[config.mk]
export PLATFORM = sky130hd
export DESIGN_NAME = mtct_unit
export DESIGN_NICKNAME = d
export VERILOG_FILES = /design/src/hw/rtl/mtct_pkg.sv /design/src/hw/rtl/mtct_unit.sv
export SDC_FILE = /design/constraint.sdc
export NUM_CORES = 1
export LEC_CHECK = 0
export ABC_AREA = 1
export BUFFER_PORTS_ARGS = -buffer_cell sky130_fd_sc_hd__buf_2
export CAP_MARGIN = 30
export CORE_ASPECT_RATIO = 1.25
export CORE_MARGIN = 2
export CORE_UTILIZATION = 40
export DETAILED_ROUTE_END_ITERATION = 7
export GPL_TIMING_DRIVEN = 0
export PLACE_DENSITY = 0.75
export RECOVER_POWER = 25
export SYNTH_ARGS = -nofsm -noshare
export SYNTH_HDL_FRONTEND = slang
export SYNTH_SLANG_ARGS = --single-unit
[constraint.sdc]
create_clock -name vclk -period 2.2
set_input_delay 0 -clock vclk [all_inputs]
set_output_delay 0 -clock vclk [all_outputs]
set_load 0.01 [all_outputs]
[src/hw/rtl/mtct_pkg.sv]
package mtct_pkg;

    // Sizes of the converter reading, the histogram and the counters
    localparam int SAMPLE_BITS = 12;
    localparam int BIN_COUNT   = 256;
    localparam int BIN_BITS    = $clog2(BIN_COUNT);
    localparam int BIN_SHIFT   = SAMPLE_BITS - BIN_BITS;   // sizes keep BIN_BITS <= SAMPLE_BITS
    localparam int COUNT_BITS  = 24;
    localparam int ACC_BITS    = COUNT_BITS + 1;
    localparam int SCALE_BITS  = 16;
    localparam int RATE_BITS   = 32;
    localparam int PROD_BITS   = COUNT_BITS + SCALE_BITS;
    localparam int THR_BITS    = 8;

    // Stream packing
    localparam int IN_DATA_BITS  = ((SAMPLE_BITS + 7) / 8) * 8;
    localparam int OUT_DATA_BITS = ((RATE_BITS + COUNT_BITS + THR_BITS + 7) / 8) * 8;

    localparam logic [SCALE_BITS-1:0] SCALE_RESET = SCALE_BITS'(60);

    // Transaction kinds carried in tuser
    typedef enum logic {
        MODE_SAMPLE = 1'b0,
        MODE_TICK   = 1'b1
    } t_mode;

    typedef logic [BIN_BITS-1:0]   t_bin;
    typedef logic [COUNT_BITS-1:0] t_count;
    typedef logic [ACC_BITS-1:0]   t_acc;

    localparam t_count COUNT_MAX = '1;

    // Histogram port control
    typedef struct packed {
        logic   rd_en;
        t_bin   rd_addr;
        logic   wr_en;
        t_bin   wr_addr;
        t_count wr_data;
        logic   clr;
    } t_hist_ctl;

endpackage

[src/hw/rtl/mtct_unit.sv]
module mtct_unit (
    input  mtct_pkg::t_acc   i_a,
    input  mtct_pkg::t_acc   i_b,
    input  mtct_pkg::t_count i_target,
    output mtct_pkg::t_acc   o_sum,
    output mtct_pkg::t_count o_sat,
    output logic             o_reach
);
    import mtct_pkg::*;

    // Shared adder: bin increment and running median sum
    assign o_sum   = i_a + i_b;
    assign o_sat   = (o_sum > t_acc'(COUNT_MAX)) ? COUNT_MAX : o_sum[COUNT_BITS-1:0];
    assign o_reach = (o_sum >= t_acc'(i_target));

endmodule

* Word level (Yosys, flattened, before mapping)
Index checks and enable logic that the tools add are counted.
** Word-level totals
- Bits in registers :: 0
- Bits in latches :: 0
- RAM bits :: 0
- Memory bits (read-only) :: 0
- Output and inout bits :: 50
- Memories kept :: 0
** Operators by class
- $add $sub $neg :: 1
- Multiply operators :: 0
- Div/mod/pow operators :: 0
- Order comparisons :: 2
- Equal/unequal tests :: 0
- Shift operators :: 0
- Muxes and demuxes :: 1
- Bitwise gates (word level) :: 0
- Reductions and logical operators :: 0
** Operator list (count)
- $add A25 B25 Y25 :: 1
- $ge A25 B24 Y1 :: 1
- $gt A25 B24 Y1 const B :: 1
- $mux W24 :: 1

* Logic depth before layout (Yosys ltp)
Gate-level depths: netlist (run 1).
- Word-level depth :: 3
- Mapped depth :: 23
- Depth with buffers taken out :: 23

* Worst setup path before layout (run 1)
OpenSTA, ideal clock, no wires.
- Kind :: input port to output port
- From :: in i_a[0]
- To :: out o_reach
- Data arrival time :: 2.331 ns
- Data required time :: 2.200 ns
- Setup slack :: -0.131 ns
- Stages on the path :: 22
- Cell sequence :: ha_1 fa_1 nand2_1 nand2_1 nand2_1 o21bai_1 a21oi_1 or2_2 nand2_1 ha_1 nand2_1 inv_1 o21ai_0 nand2_1 a21oi_1 nand2_1 nand2_1 nand2_1 nand2_1 nand2_1 nand2_1 nand2_1
** On the way
- Cells in the longest elaborated chain, start to end :: 2
** RTL lines
- start: declaration :: line mtct_unit.sv:2 : input mtct_pkg::t_acc i_a,
- $add A25 B25 Y25 :: line mtct_unit.sv:12 : assign o_sum = i_a + i_b;
- via o_sum[14] :: line mtct_unit.sv:5 : output mtct_pkg::t_acc o_sum,
- $ge A25 B24 Y1 :: line mtct_unit.sv:14 : assign o_reach = (o_sum >= t_acc'(i_target));
- end: declaration :: line mtct_unit.sv:7 : output logic o_reach
The timed path passes the listed nets, and every way through them passes these cells.

* Worst setup path after layout (run 1)
- From :: in i_a[6]
- To :: out o_reach
** On the way
- Cells in the longest elaborated chain, start to end :: 2
** RTL lines (line)
- $add A25 B25 Y25 :: mtct_unit.sv:12
- $ge A25 B24 Y1 :: mtct_unit.sv:14
No other way between the ends.

==> run metrics, run 1 <==
switch share=0.557; non-filler cells, final=601; post-synth cell types=31; Synth Cell Area=~2300 um2; I/O Buffers=roughly 120; part of the power in the clock network=0; P_leak=~2 nW; max-cap viol count=0; number of flip-flops and latches=0; count leader, synth=nand2_1; Internal=just under 0.0007 W; post-synth net total=between 500 and 600; power consumption=between 0.0015 and 0.002 W; sw power=0.000874 W; Worst Path Max Fanout=4; Reg area=0 um2; Critical Path End Type=primary output; Max VDD drop=207 uV; First-pass DRT Iterations=4; core area=roughly 5500 um2; drt wl/cell=roughly 14 um; Synth warnings=0; Comb power frac=1.000; DR vias/cell=5.14; leading area contributor after synthesis=ha_1; drt drc=0; final setup fails=1; Core Util, Final=0.686; status=complete, but fails checks; grt total ovfl=0; sequential share of power=0; routability cong.=0.900; Worst slew margin=0.760; Hold Crit Start=i_b[0]; Placed Cells incl. Taps=580; commonest cells in the netlist=104 x nand2_1, 63 x inv_1, 48 x ha_1; Die Area=roughly 6300 um2; Top Ports=about 120; Tightest Pin Transition=359 ps; largest net degree at the start of global routing=11; vias in the first global route=between 2000 and 3000; post-route setup slack=-338 ps; sequential share of the synthesized area=0; Pins Over Slew Limit=0; Area growth syn-to-layout=64.5%; Worst Path Arrival=2540 ps; pwr dens=~420 nW/um2; initial core utilization=0.417; cts hold-fix bufs=0; CP Class=in -> out; layout cells sized above 1=0.486; Total Routed Length=roughly 8 mm; Tcrit/Tclk final=1.15; Req. time, crit path=2200 ps; Synth top area share=0.263; HPWL Detailed=roughly 6.2 mm; Tot GR Track Use=0.244; largest cells by area after synthesis=ha_1 26%, nand2_1 17%, inv_1 10%; failing checks=negative setup slack; Hold Path Depth=3; Tmin final=~2500 ps; setup TNS=-338 ps; clk_buf instances=0; Antenna Nets Post-Route=0; final-report hold violation count=0; initial antenna violation count=0; Hold Crit Class=in -> out; nets=between 600 and 700; Setup crit start kind=primary input; Iter 0 DRT Violations=around 90; Vias=roughly 3000; first-pass GRT wire length=12.7 mm; synthesized area per cell=approximately 5.8 um2; # rows=30; die height=~88 um; Die Wd=roughly 72 um; f_max=394 MHz; Hold Path End=o_sum[0]; RSZ-0062 raised after global routing=true; diode count=0; Mapped Cells=392
## power groups by stage
stage,sequential [W],clock [W],combinational [W]
floorplan,0,0,0.000799
global placement,0,0,0.00119
detailed placement,0,0,0.00121
CTS,0,0,0.00146
global route,0,0,0.00173
finish,0,0,0.00157
## critical path, cell delays in order
cell and delay (ps):
buf_2 120, ha_4 260, a21o_1 210, nand2_1 60
nand2_1 40, a21oi_1 220, nand2_2 110, xnor2_2 220
inv_1 90, ha_1 340, nand3_4 90, nor3_2 190
nand2_1 100, nand2_2 80, nand2_1 50, nand2_1 50
nand2_1 40, nand2_1 60, nand2_2 50, nand2_2 50
buf_6 90
## area by class of cell
cell class	instances	area, um2
multi-input cells	324	2580
fillers	482	1720
repair buffers	145	817
inverters	66	255
well taps	64	80.1
plain buffers	2	25.0
## routing by layer
layer	global-route usage	share of wire	vias up
li1	-	-	1570
met1	0.271	0.39	1376
met2	0.506	0.53	130
met3	0.0114	0.056	16
met4	0.0463	0.025	0
met5	0	0	-
## logic make-up after synthesis
kind of cell	count (synthesis)	synth area share
AND/OR/NAND/NOR	206	0.419
buffers and inverters	68	0.121
AO/OA/AOI/OAI	57	0.143
adder cells (fa/ha/maj)	49	0.272
XOR/XNOR	12	0.0460
## per-stage QoR
step	hold slack [ps]	area (um2)	setup slack (ps)
finish	331	3760	-338
global route	342	3760	-478
detailed placement	339	3050	-475
global placement	334	3050	-446
CTS	307	3590	-250
floorplan	154	2350	2.92
## worst max path at each step
stage	start	endpoint	slack (ps)
after floorplan	i_a[0]	o_reach	3
after global placement	i_a[14]	o_reach	-450
after detailed placement	i_a[2]	o_reach	-480
after CTS	i_b[6]	o_reach	-250
after global routing	i_a[4]	o_reach	-480
final	i_a[6]	o_reach	-340
## cell usage in the layout, fill, tap and decap left out, types with 12 or more instances in the layout
master / count
buf_2: 116
nand2_1: 83
inv_1: 58
nand2_2: 27
nor2_1: 26
ha_1: 26
ha_4: 20
a21oi_1: 18
nand3_1: 18
buf_4: 18
a21oi_2: 12
## what timing repair did
| action | in CTS | in global routing |
|---|---|---|
| cloned | 0 | 0 |
| setup buffers | 18 | 7 |
| endpoints found under the hold margin | 0 | 0 |
| endpoints found under the setup margin | 1 | 2 |
| resized for setup | 68 | 38 |
| pin swaps | 28 | 20 |
Power figures use the tool's default switching activity.
==> run 2: changes to the inputs <==
==> constraint.sdc (replaced) <==
create_clock -name vclk -period 2.3
set_input_delay 0 -clock vclk [all_inputs]
set_output_delay 0 -clock vclk [all_outputs]
set_load 0.01 [all_outputs]
==> run 2 against run 1 <==
The flow still finishes with violations (negative setup slack). Critical path type unchanged. Die area did not move. Setup slack improved by 89 ps. Sequential share of layout area did not move. Via count increased by 0.13%. Wire length down 1.3%. Hold slack better by 1.3 ps. First-iteration DRC count grew 19%. Combinational power fell by 4%. Critical path depth up 3. Non-clock buffer count unchanged. Highest routed layer unchanged.
==> run metrics, run 2 (synthesis gave the netlist of run 1 again) <==
status=complete, but fails checks; failing checks=negative setup slack; # rows=30 (unchanged); largest net degree at the start of global routing=11 (unchanged); Crit path buffers/inverters=3 (unchanged); diode count=0 (unchanged); worst-path cell chain=buf_6, ha_4, fa_2, nand2_2, nand2_4, nand2_4, o21bai_4, a21oi_2, or2_4, nand2_2, ha_4, nand2_1, inv_1, o21ai_1, nand2_1, a21oi_1, nand2_1, nand2_1, nand2_1, nand2_1, nand2_1, nand2_1, nand2_2, buf_6; Slowest-stage cell, CP=fa_2; Worst Path Arrival=2550 ps (about the same); RSZ-0062 raised after global routing=true; First-pass DRT Iterations=4 (unchanged); Area growth syn-to-layout=64.9%; clk_buf instances=0 (unchanged); max-cap viol count=0 (unchanged); slowest cell delay on critical path=350 ps (about the same); Max VDD drop=215 uV (+4.1%); cts hold-fix bufs=0 (unchanged); Placed Cells incl. Taps=580 (unchanged); sw power=0.000835 W (-4.4%); CP Class=in -> out; fillers=452 (-6.2%); Die Area=6330 um2 (unchanged); Most Frequent Cell on Critical Path=nand2_1; Antenna Nets Post-Route=0 (unchanged); drt wl/cell=13.4 um (-1.3%); Tmin final=approximately 2500 ps; nets=662 (unchanged); f_max=392 MHz; pwr dens=397 nW/um2 (-4.7%); Worst Path Max Fanout=3 (-1); post-route setup slack=-250 ps (+88.9 ps); family with the most delay on the worst path=simple AND/OR/NAND/NOR gates; vias in the first global route=2991 (+3.2%); Setup crit start kind=primary input; commonest cells after routing, fill and taps aside=116 x buf_2, 83 x nand2_1, 58 x inv_1; Tcrit/Tclk final=1.11; power consumption=0.00150 W (-4.5%); core area=5480 um2 (unchanged); first-pass GRT wire length=12.4 mm (-2.3%); drt drc=0 (unchanged); final-report hold violation count=0 (unchanged); Comb power frac=1.000 (about the same); Top Ports=124 (unchanged); Tot GR Track Use=0.239 (-0.00529); Iter 0 DRT Violations=106 (+19%); final setup fails=1 (unchanged); Die Wd=71.6 um (unchanged); initial core utilization=0.417 (unchanged); Worst slew margin=0.740 (-0.0199); Vias=3096 (+0.13%); Critical Path End Type=primary output; setup TNS=-250 ps (+88.9 ps); commonest non-fill, non-tap cell in the layout=buf_2; I/O Buffers=124 (unchanged); multi-input logic area=2620 um2 (+1.4%); Req. time, crit path=2300 ps (+100 ps); HPWL Detailed=6.20 mm (-0.12%); Internal=0.000661 W (-4.7%); Tightest Pin Transition=389 ps (+29.7 ps); sequential share of power=0 (unchanged); DR vias/cell=5.15 (+0.13%); part of the power in the clock network=0 (unchanged); non-filler cells, final=601 (unchanged); layout cells sized above 1=0.495 (+0.00931); initial antenna violation count=0 (unchanged); P_leak=1.99 nW (-0.24%); Hold Crit Class=in -> out; Reg area=0 um2 (unchanged); routability cong.=0.882 (-2.0%); number of flip-flops and latches=0 (unchanged); switch share=0.558 (+0.000792); Pins Over Slew Limit=0 (unchanged); grt total ovfl=0 (unchanged); dpl ws=-588 ps (-112 ps); die height=88.5 um (unchanged); Total Routed Length=8.06 mm (-1.3%)
run 2: cell type report:
type                       instances  share of cell area
multi-input combinational        324               0.695
timing repair buffer             145               0.211
inverter                          66              0.0665
tap                               64              0.0213
buffer                             2             0.00665
run 2: through the flow:
| stage | cell area [um2] | utilization | hold slack, ps |
|---|---|---|---|
| final | 3760 | 0.687 | 333 |
| after global routing | 3760 | 0.687 | 347 |
| after CTS | 3570 | 0.652 | 307 |
| after detailed placement | 3010 | 0.549 | 326 |
| after global placement | 3010 | 0.549 | 325 |
| after floorplan | 2310 | - | 154 |
run 2: repair_timing:
item,in CTS,in global routing
buffers inserted,19,2
pin swaps,32,18
gates resized for setup,74,42
setup endpoints to repair,1,1
run 2: worst min-delay path: cells and delay by family:
family | cells | cell delay [ps]
buf+inv | 2 | 210
fa+ha+maj | 1 | 120
run 2: per-layer routing:
layer | track usage | wire, um | vias up
li1 | - | - | 1571
met1 | 0.251 | 3100 | 1391
met2 | 0.510 | 4300 | 117
met3 | 0.0103 | 471 | 17
met4 | 0.0515 | 195 | 0
met5 | 0 | 0 | -
run 2: worst paths after layout:
| kind | startpoint | end | slack (ps) | cells after the start |
|---|---|---|---|---|
| min | i_a[0] | o_sum[0] | 330 | 3 |
| max | i_b[0] | o_reach | -250 | 24 |
run 2: power groups by stage:
stage	Clock (W)	Sequential (W)	Combinational, W
4_1_cts	0	0	0.00138
3_5_place_dp	0	0	0.00114
5_1_grt	0	0	0.00164
6_report	0	0	0.00150
2_1_floorplan	0	0	0.000744
3_3_place_gp	0	0	0.00112
